File: config.mk
export PLATFORM = sky130hd
export DESIGN_NAME = binary_de_bruijn_bit_generator
export DESIGN_NICKNAME = d
export VERILOG_FILES = /design/src/hw/rtl/dbb_pkg.sv /design/src/hw/rtl/dbb_digit_mem.sv /design/src/hw/rtl/dbb_mod_unit.sv /design/src/hw/rtl/binary_de_bruijn_bit_generator.sv
export SDC_FILE = /design/constraint.sdc
export NUM_CORES = 1
export LEC_CHECK = 0
export ABC_AREA = 1
export BUFFER_PORTS_ARGS = -buffer_cell sky130_fd_sc_hd__clkbuf_2
export CORE_MARGIN = 3
export CORE_UTILIZATION = 60
export DETAILED_ROUTE_END_ITERATION = 10
export GPL_ROUTABILITY_DRIVEN = 0
export GPL_TIMING_DRIVEN = 0
export PLACE_DENSITY_LB_ADDON = 0.12
export SLEW_MARGIN = 20
export SYNTH_ARGS = -nofsm -noshare
export SYNTH_HDL_FRONTEND = slang
export SYNTH_SLANG_ARGS = --single-unit
File: constraint.sdc
create_clock -name clk -period 3.9 [get_ports clk]
set_input_delay 0.195 -clock clk [delete_from_list [all_inputs] [get_ports clk]]
set_output_delay 0.195 -clock clk [all_outputs]
set_load 0.1 [all_outputs]
File: src/hw/rtl/dbb_pkg.sv
// Shared types and constants for the binary de Bruijn bit generator.
`default_nettype none
package dbb_pkg;

	localparam int MAX_ORDER_DEF = 32;
	localparam int WL_W = 6;
	localparam logic [WL_W-1:0] WORD_LENGTH_RST = 6'd8;
	localparam int APB_AW = 3;
	localparam int APB_DW = 32;
	localparam logic [0:0] REG_WORD_LENGTH = 1'b0;

	typedef enum logic [1:0] {
		PH_BODY = 2'd0,
		PH_TAIL = 2'd1,
		PH_DONE = 2'd2
	} phase_t;

	typedef enum logic [3:0] {
		ST_IDLE,
		ST_EMIT_RD,
		ST_EMIT,
		ST_SCAN_RD,
		ST_SCAN_CHK,
		ST_SET,
		ST_COPY_RD,
		ST_COPY_WR,
		ST_MOD_WAIT
	} state_t;

	typedef struct packed {
		logic done;
		logic rem_zero;
	} mod_stat_t;

endpackage
`default_nettype wire

File: src/hw/rtl/dbb_digit_mem.sv
// Prenecklace digit store: one-bit memory with per-entry valid bits and a registered read.
`default_nettype none
module dbb_digit_mem #(
	parameter int Depth = 33,
	parameter int IW = 6
) (
	input  wire logic          clk,
	input  wire logic          arst_n,
	input  wire logic          clear,
	input  wire logic          we,
	input  wire logic [IW-1:0] waddr,
	input  wire logic          wdata,
	input  wire logic [IW-1:0] raddr,
	output logic               rdata
);
	import dbb_pkg::*;

	logic             mem [Depth];
	logic [Depth-1:0] valid_q;
	logic             rdata_q;

	always_ff @(posedge clk) begin
		if (we) begin
			mem[waddr] <= wdata;
		end
	end

	// An entry never written since the last clear reads as zero.
	always_ff @(posedge clk or negedge arst_n) begin
		if (!arst_n) begin
			valid_q <= '0;
		end else if (clear) begin
			valid_q <= '0;
		end else if (we) begin
			valid_q[waddr] <= 1'b1;
		end
	end

	always_ff @(posedge clk) begin
		rdata_q <= valid_q[raddr] & mem[raddr];
	end

	assign rdata = rdata_q;

endmodule
`default_nettype wire

File: src/hw/rtl/dbb_mod_unit.sv
// Iterative remainder unit: one compare and subtract per cycle.
`default_nettype none
module dbb_mod_unit #(
	parameter int W = 6
) (
	input  wire logic         clk,
	input  wire logic         arst_n,
	input  wire logic         start,
	input  wire logic [W-1:0] dividend,
	input  wire logic [W-1:0] divisor,
	output dbb_pkg::mod_stat_t stat
);
	import dbb_pkg::*;

	logic [W-1:0] rem_q;
	logic [W-1:0] div_q;
	logic         busy_q;
	logic         below;

	assign below = rem_q < div_q;

	always_ff @(posedge clk or negedge arst_n) begin
		if (!arst_n) begin
			busy_q <= 1'b0;
		end else if (start) begin
			busy_q <= 1'b1;
		end else if (busy_q && below) begin
			busy_q <= 1'b0;
		end
	end

	always_ff @(posedge clk) begin
		if (start) begin
			rem_q <= dividend;
			div_q <= divisor;
		end else if (busy_q && !below) begin
			rem_q <= rem_q - div_q;
		end
	end

	assign stat.done     = busy_q & below;
	assign stat.rem_zero = (rem_q == '0);

endmodule
`default_nettype wire

File: src/hw/rtl/binary_de_bruijn_bit_generator.sv
// Binary de Bruijn bit generator: sequencer, registers and configuration port.
// The block hands out the linear binary de Bruijn sequence of order word_length,
// one bit per input word. An input word carries only restart; a 1 begins the
// sequence again before the bit is given. Each input word yields exactly one
// output word of seq_bit, last_bit and exhausted. Once the 2^n+n-1 bits are
// out, further requests return exhausted with a zero bit.
// A bit inside the current Lyndon word is read in ST_EMIT_RD and registered for
// output in ST_EMIT. The last bit of a word also steps to the next prenecklace:
// the digit scan and the copy each take a read and a check or write state per
// digit through the single read port of the digit store, and the divisibility
// test runs in the subtract-and-compare remainder unit; these repeat until a
// period dividing n is found or the body is complete. The block takes one word at
// a time: in_stall stays high from acceptance until the result has been taken, so
// a stall on the output holds the result and the input. Reset sets word_length to
// 8 and the sequence to its start; writing word_length also restarts it; the user
// must write it only while idle, as the block does not enforce this.
`default_nettype none
module binary_de_bruijn_bit_generator #(
	parameter int MAX_ORDER = dbb_pkg::MAX_ORDER_DEF
) (
	input  wire logic                         clk,
	input  wire logic                         arst_n,
	input  wire logic                         psel,
	input  wire logic                         penable,
	input  wire logic                         pwrite,
	input  wire logic [dbb_pkg::APB_AW-1:0]   paddr,
	input  wire logic [dbb_pkg::APB_DW-1:0]   pwdata,
	output logic      [dbb_pkg::APB_DW-1:0]   prdata,
	output logic                              pready,
	input  wire logic                         in_valid,
	output logic                              in_stall,
	input  wire logic                         restart,
	output logic                              out_valid,
	input  wire logic                         out_stall,
	output logic                              seq_bit,
	output logic                              last_bit,
	output logic                              exhausted
);
	import dbb_pkg::*;

	localparam int IW = $clog2(MAX_ORDER + 1);
	localparam int Depth = MAX_ORDER + 1;

	state_t state_q, state_d;
	phase_t phase_q, phase_d;

	logic [WL_W-1:0] word_length_q;
	logic [IW-1:0]   period_q, period_d;
	logic [IW-1:0]   emit_q, emit_d;
	logic [IW-1:0]   tail_q, tail_d;
	logic [IW-1:0]   j_q, j_d;
	logic [IW:0]     i_q, i_d;
	logic            out_valid_q, out_valid_d;
	logic            out_bit_q, out_bit_d;
	logic            out_last_q, out_last_d;
	logic            out_exh_q, out_exh_d;

	logic            cfg_wr;
	logic            in_acc;
	logic            restart_now;
	logic [IW-1:0]   order;
	logic [IW-1:0]   idx;

	logic            mem_clear;
	logic            mem_we;
	logic [IW-1:0]   mem_waddr;
	logic            mem_wdata;
	logic [IW-1:0]   mem_raddr;
	logic            mem_rdata;

	logic            mod_start;
	mod_stat_t       mod_stat;

	assign pready = 1'b1;
	assign cfg_wr = psel & penable & pwrite & (paddr[2:2] == REG_WORD_LENGTH);
	assign prdata = (paddr[2:2] == REG_WORD_LENGTH) ?
		{{(APB_DW-WL_W){1'b0}}, word_length_q} : '0;

	assign in_stall  = (state_q != ST_IDLE) | out_valid_q;
	assign in_acc    = in_valid & ~in_stall;
	assign out_valid = out_valid_q;
	assign seq_bit   = out_bit_q;
	assign last_bit  = out_last_q;
	assign exhausted = out_exh_q;

	// Order zero acts as order one, and orders beyond the store are clamped.
	always_comb begin
		if (word_length_q == '0) begin
			order = IW'(1);
		end else if ({1'b0, word_length_q} > 7'(MAX_ORDER)) begin
			order = IW'(MAX_ORDER);
		end else begin
			order = IW'(word_length_q);
		end
	end

	always_comb begin
		if (emit_q == '0 || emit_q > order) begin
			idx = IW'(1);
		end else begin
			idx = emit_q;
		end
	end

	assign restart_now = cfg_wr | (in_acc & restart);
	assign mem_clear   = restart_now;

	dbb_digit_mem #(
		.Depth(Depth),
		.IW   (IW)
	) u_mem (
		.clk   (clk),
		.arst_n(arst_n),
		.clear (mem_clear),
		.we    (mem_we),
		.waddr (mem_waddr),
		.wdata (mem_wdata),
		.raddr (mem_raddr),
		.rdata (mem_rdata)
	);

	dbb_mod_unit #(
		.W(IW)
	) u_mod (
		.clk     (clk),
		.arst_n  (arst_n),
		.start   (mod_start),
		.dividend(order),
		.divisor (period_q),
		.stat    (mod_stat)
	);

	always_ff @(posedge clk or negedge arst_n) begin
		if (!arst_n) begin
			state_q <= ST_IDLE;
		end else begin
			state_q <= state_d;
		end
	end

	always_comb begin
		state_d     = state_q;
		phase_d     = phase_q;
		period_d    = period_q;
		emit_d      = emit_q;
		tail_d      = tail_q;
		j_d         = j_q;
		i_d         = i_q;
		out_valid_d = out_valid_q & out_stall;
		out_bit_d   = out_bit_q;
		out_last_d  = out_last_q;
		out_exh_d   = out_exh_q;
		mem_we      = 1'b0;
		mem_waddr   = j_q;
		mem_wdata   = 1'b1;
		mem_raddr   = idx;
		mod_start   = 1'b0;

		case (state_q)
			ST_IDLE: begin
				if (in_acc) begin
					if (restart || phase_q == PH_BODY) begin
						state_d = ST_EMIT_RD;
					end else if (phase_q == PH_TAIL) begin
						out_valid_d = 1'b1;
						out_bit_d   = 1'b0;
						out_exh_d   = 1'b0;
						out_last_d  = 1'b0;
						tail_d      = tail_q + IW'(1);
						if (({1'b0, tail_q} + (IW+1)'(1)) >= ({1'b0, order} - (IW+1)'(1))) begin
							phase_d    = PH_DONE;
							out_last_d = 1'b1;
						end
					end else begin
						out_valid_d = 1'b1;
						out_bit_d   = 1'b0;
						out_last_d  = 1'b0;
						out_exh_d   = 1'b1;
					end
				end
			end
			ST_EMIT_RD: begin
				mem_raddr = idx;
				state_d   = ST_EMIT;
			end
			ST_EMIT: begin
				out_bit_d  = mem_rdata;
				out_last_d = 1'b0;
				out_exh_d  = 1'b0;
				if (idx < period_q) begin
					emit_d      = idx + IW'(1);
					out_valid_d = 1'b1;
					state_d     = ST_IDLE;
				end else begin
					emit_d  = IW'(1);
					j_d     = order;
					state_d = ST_SCAN_RD;
				end
			end
			ST_SCAN_RD: begin
				mem_raddr = j_q;
				state_d   = ST_SCAN_CHK;
			end
			ST_SCAN_CHK: begin
				if (!mem_rdata) begin
					state_d = ST_SET;
				end else if (j_q == IW'(1)) begin
					// No zero digit is left: the body is complete.
					out_valid_d = 1'b1;
					state_d     = ST_IDLE;
					if (order > IW'(1)) begin
						phase_d = PH_TAIL;
						tail_d  = '0;
					end else begin
						phase_d    = PH_DONE;
						out_last_d = 1'b1;
					end
				end else begin
					j_d     = j_q - IW'(1);
					state_d = ST_SCAN_RD;
				end
			end
			ST_SET: begin
				mem_we    = 1'b1;
				mem_waddr = j_q;
				mem_wdata = 1'b1;
				period_d  = j_q;
				i_d       = (IW+1)'(j_q) + (IW+1)'(1);
				state_d   = ST_COPY_RD;
			end
			ST_COPY_RD: begin
				mem_raddr = IW'(i_q - (IW+1)'(j_q));
				if (i_q > (IW+1)'(order)) begin
					mod_start = 1'b1;
					state_d   = ST_MOD_WAIT;
				end else begin
					state_d = ST_COPY_WR;
				end
			end
			ST_COPY_WR: begin
				mem_we    = 1'b1;
				mem_waddr = i_q[IW-1:0];
				mem_wdata = mem_rdata;
				i_d       = i_q + (IW+1)'(1);
				state_d   = ST_COPY_RD;
			end
			ST_MOD_WAIT: begin
				if (mod_stat.done) begin
					if (mod_stat.rem_zero) begin
						out_valid_d = 1'b1;
						state_d     = ST_IDLE;
					end else begin
						j_d     = order;
						state_d = ST_SCAN_RD;
					end
				end
			end
			default: begin
				state_d = ST_IDLE;
			end
		endcase

		// A restart takes effect before the bit of the same word is worked out.
		if (restart_now) begin
			phase_d  = PH_BODY;
			period_d = IW'(1);
			emit_d   = IW'(1);
			tail_d   = '0;
		end
	end

	always_ff @(posedge clk or negedge arst_n) begin
		if (!arst_n) begin
			word_length_q <= WORD_LENGTH_RST;
			phase_q       <= PH_BODY;
			period_q      <= IW'(1);
			emit_q        <= IW'(1);
			tail_q        <= '0;
			out_valid_q   <= 1'b0;
		end else begin
			if (cfg_wr) begin
				word_length_q <= pwdata[WL_W-1:0];
			end
			phase_q     <= phase_d;
			period_q    <= period_d;
			emit_q      <= emit_d;
			tail_q      <= tail_d;
			out_valid_q <= out_valid_d;
		end
	end

	always_ff @(posedge clk) begin
		j_q        <= j_d;
		i_q        <= i_d;
		out_bit_q  <= out_bit_d;
		out_last_q <= out_last_d;
		out_exh_q  <= out_exh_d;
	end

endmodule
`default_nettype wire

==> impl_metrics.tcl <==
set metrics [dict create \
    pre_cts_slack_ns 0.0764 \
    setup_viol 0 \
    crit_type "flop to flop" \
    yosysUniqueCellTypes 54 \
    p_leak_nw 4.22 \
    ant_nets 0 \
    wl_per_cell_um 16.6 \
    fin_util_pct 72.1 \
    critPathTopFamily "simple AND/OR/NAND/NOR gates" \
    worst_setup_path_end_kind "flop" \
    fillers 1004 \
    grt_pass1_wl_mm 31.9 \
    synthTopCellsByArea "edfxtp_1 24%, dfrtp_1 20%, nand3_1 8.1%, nor2_1 8.1%, ha_1 6.8%" \
    worst_ep_arrival_time_ns 3.81 \
    synth_top_area_share_pct 23.7 \
    critPathLaunchType "flop" \
    total_power_w 0.00611 \
    grt_pass1_vias 6276 \
    grt_start_max_net_pins 46 \
    slowest_stage "dfrtp_1" \
    netlist_instances 941 \
    yosysTopAreaCell "edfxtp_1" \
    overflow 0 \
    coreArea_mm2 0.0123 \
    synth_commonest_cells "167 x nor2_1, 126 x nand3_1, 118 x inv_1" \
    pwr_density_cell_mw_per_mm2 688 \
    grt_util_all_layers_pct 28.9 \
    insertion_delay_ns 0.43 \
    maxCapViolCount 0 \
    portBuffers 25 \
    r2r_slack_ns 0.25 \
    hold_depth 3 \
    finalMaxSlewViolations 0 \
    grt_antenna_before_repair 0 \
    setup_tns_ns 0 \
    cts_root_buf "clkbuf_16" \
    antenna_cells 0 \
    final_hold_viol_count 1 \
    tightest_slew_ns 1.14 \
    cp_num_buf_inv 2 \
    vias_per_cell 5.58 \
    clockBufferDepth 2 \
    start_util_pct 62.9 \
    ys_ff_latch 127 \
    fp.dieH_um 120 \
    skew_ns 0.00857 \
    synth_warnings 0 \
    drt_first_pass_iters 8 \
    hold_end "word_length_q[0]" \
    dr_total_vias 6685 \
    min_from "pwdata[0]" \
    die_w_um 120 \
    async_flop_share_pct 51.2 \
    r2r-start "word_length_q[5]" \
    yosys.cell_count.top_type "nor2_1" \
    rows 40 \
    r2r_end "j_q[3]" \
    finalWirelength_mm 19.8 \
    cp_common_cell "nand2_1" \
    fin_ws_ns 0.246 \
    hold_class "input pin to flop" \
    r2r_cells 17 \
    cts-htree-levels 4 \
    dieArea_mm2 0.0143 \
    cts.sinks 127 \
    cts_buffers 17 \
    rsz0062_at_grt "false" \
    clk_pin_slew_ns 0.05 \
    critPathRequiredTime_ns 4.06 \
    max_freq_mhz 274 \
    yosysSeqAreaShare_pct 45.0 \
    hpwl_mm 14.0 \
    areaGrowthSynthToFinish_pct 14.7 \
    relSlewSlack_pct 23.5 \
    drive_above_1_share_pct 13.8 \
    synth_edf_count 61 \
    drt_iter0_drc 698 \
    cts_tree "yes" \
    worst_ir_drop_vdd_v 0.000498 \
    crit_chain "nor2_1, inv_1, ha_1, nand2_1, nand2_1, nand2_1, nand3_1, nand2_1, nand2_1, nor2_2, ha_1, a21oi_1, o21ai_0, nor2_1, nand2_1, nand3_1, inv_1" \
    whs_ns -0.00602 \
    syn_avg_cell_area_um2 8.23 \
    synth_area_mm2 0.00774 \
    fin_crit_sh_pct 93.7 \
    violations "negative hold slack" \
    io_pins 81 \
    status "finished, violations left" \
    max_stage_delay_ns 0.57 \
    drc 0 \
    crit_fanout 10 \
    yosys_most_used_dff "dfrtp_1" \
    nNetsFinal 1104 \
    period_minus_slack_ns 3.65 \
]
==> per-layer routing <==
metal	vias up	wire (µm)	GRT usage [%]
met5	-	50	2.94
met4	2	419	8.88
met3	47	2340	10.9
met2	350	8440	42.1
met1	3070	8580	40.1
li1	3216	-	-
==> cells in the final DEF (no fill, tap or decap), drive strengths merged, types with 7 or more instances in the layout <==
cell    instances
nand2         115
nor2          179
dfrtp          62
xor2           14
inv           135
nor3            7
nand4           7
o22ai          10
buf            40
clkbuf         57
edfxtp         61
conb           28
nand3b         15
ha             42
a21oi          26
o21ai          49
nand3         127
==> per-stage QoR <==
stage / instance area (µm²) / std cells
after CTS: 8860 / 1199
after detailed placement: 8200 / 1161
after floorplan: 7840 / 967
final: 8880 / 1198
after global routing: 8880 / 1198
after global placement: 8170 / 1160
==> kinds of logic after synthesis <==
| logic type | count (synthesis) | share of synthesized area, % |
|---|---|---|
| buffers and inverters | 185 | 10.8 |
| AO/OA/AOI/OAI | 106 | 8.05 |
| AND/OR/NAND/NOR | 456 | 26.4 |
| XOR/XNOR | 20 | 2.26 |
| other | 2 | 0.0970 |
| adder cells (fa/ha/maj) | 44 | 7.31 |
| multiplexers | 1 | 0.129 |
| flip-flops | 127 | 45.0 |
==> worst min-delay path, delay by kind of cell <==
family	cells	cell delay (ns)
buffers and inverters	1	0.08
AO/OA/AOI/OAI	1	0.07
AND/OR/NAND/NOR	1	0.04
==> timing repair <==
action                                 in CTS  in global routing
hold buffers                                6                  0
endpoints found under the hold margin      25                  0
resized for setup                           0                  8
setup endpoints to repair                   0                 16
setup buffers                               0                  0
==> report_power, final <==
group          total (W)  switching (W)  leakage [nW]  internal (W)
logic            0.00266        0.00189          2.42      0.000772
clock network    0.00160       0.000592         0.278       0.00101
registers        0.00185       0.000170          1.52       0.00168
==> how the worst max path moves through the flow <==
stage                                start  slack [ns]  cells after the start     end
after detailed placement  word_length_q[5]        0.08                     17  j_q[1]
after global placement    word_length_q[5]        0.15                     17  j_q[1]
final                     word_length_q[5]        0.25                     17  j_q[3]
after global routing      word_length_q[5]       0.008                     17  j_q[3]
after floorplan           word_length_q[5]        0.98                     18  j_q[0]
after CTS                 word_length_q[5]        0.03                     18  j_q[3]
==> registers in the layout (all words and copies together), names as in the netlist <==
signal,count
emit_q,6
exhausted,1
state_q,4
out_valid,1
u_mod.busy_q,1
i_q,7
u_mem.mem,33
u_mem.rdata,1
j_q,6
last_bit,1
u_mem.valid_q,33
period_q,6
tail_q,6
word_length_q,6
phase_q,2
u_mod.rem_q,6
seq_bit,1
u_mod.div_q,6
==> final cells by class <==
type | count | area [µm²] | share of cell area [%]
buffer | 48 | 315 | 3.55
clock buffer | 23 | 489 | 5.51
clock inverter | 9 | 108 | 1.21
inverter | 136 | 515 | 5.81
multi-input combinational | 655 | 3540 | 39.9
sequential | 127 | 3480 | 39.2
tap | 168 | 210 | 2.37
timing repair buffer | 32 | 215 | 2.42
(Power assumes the default switching activity.)
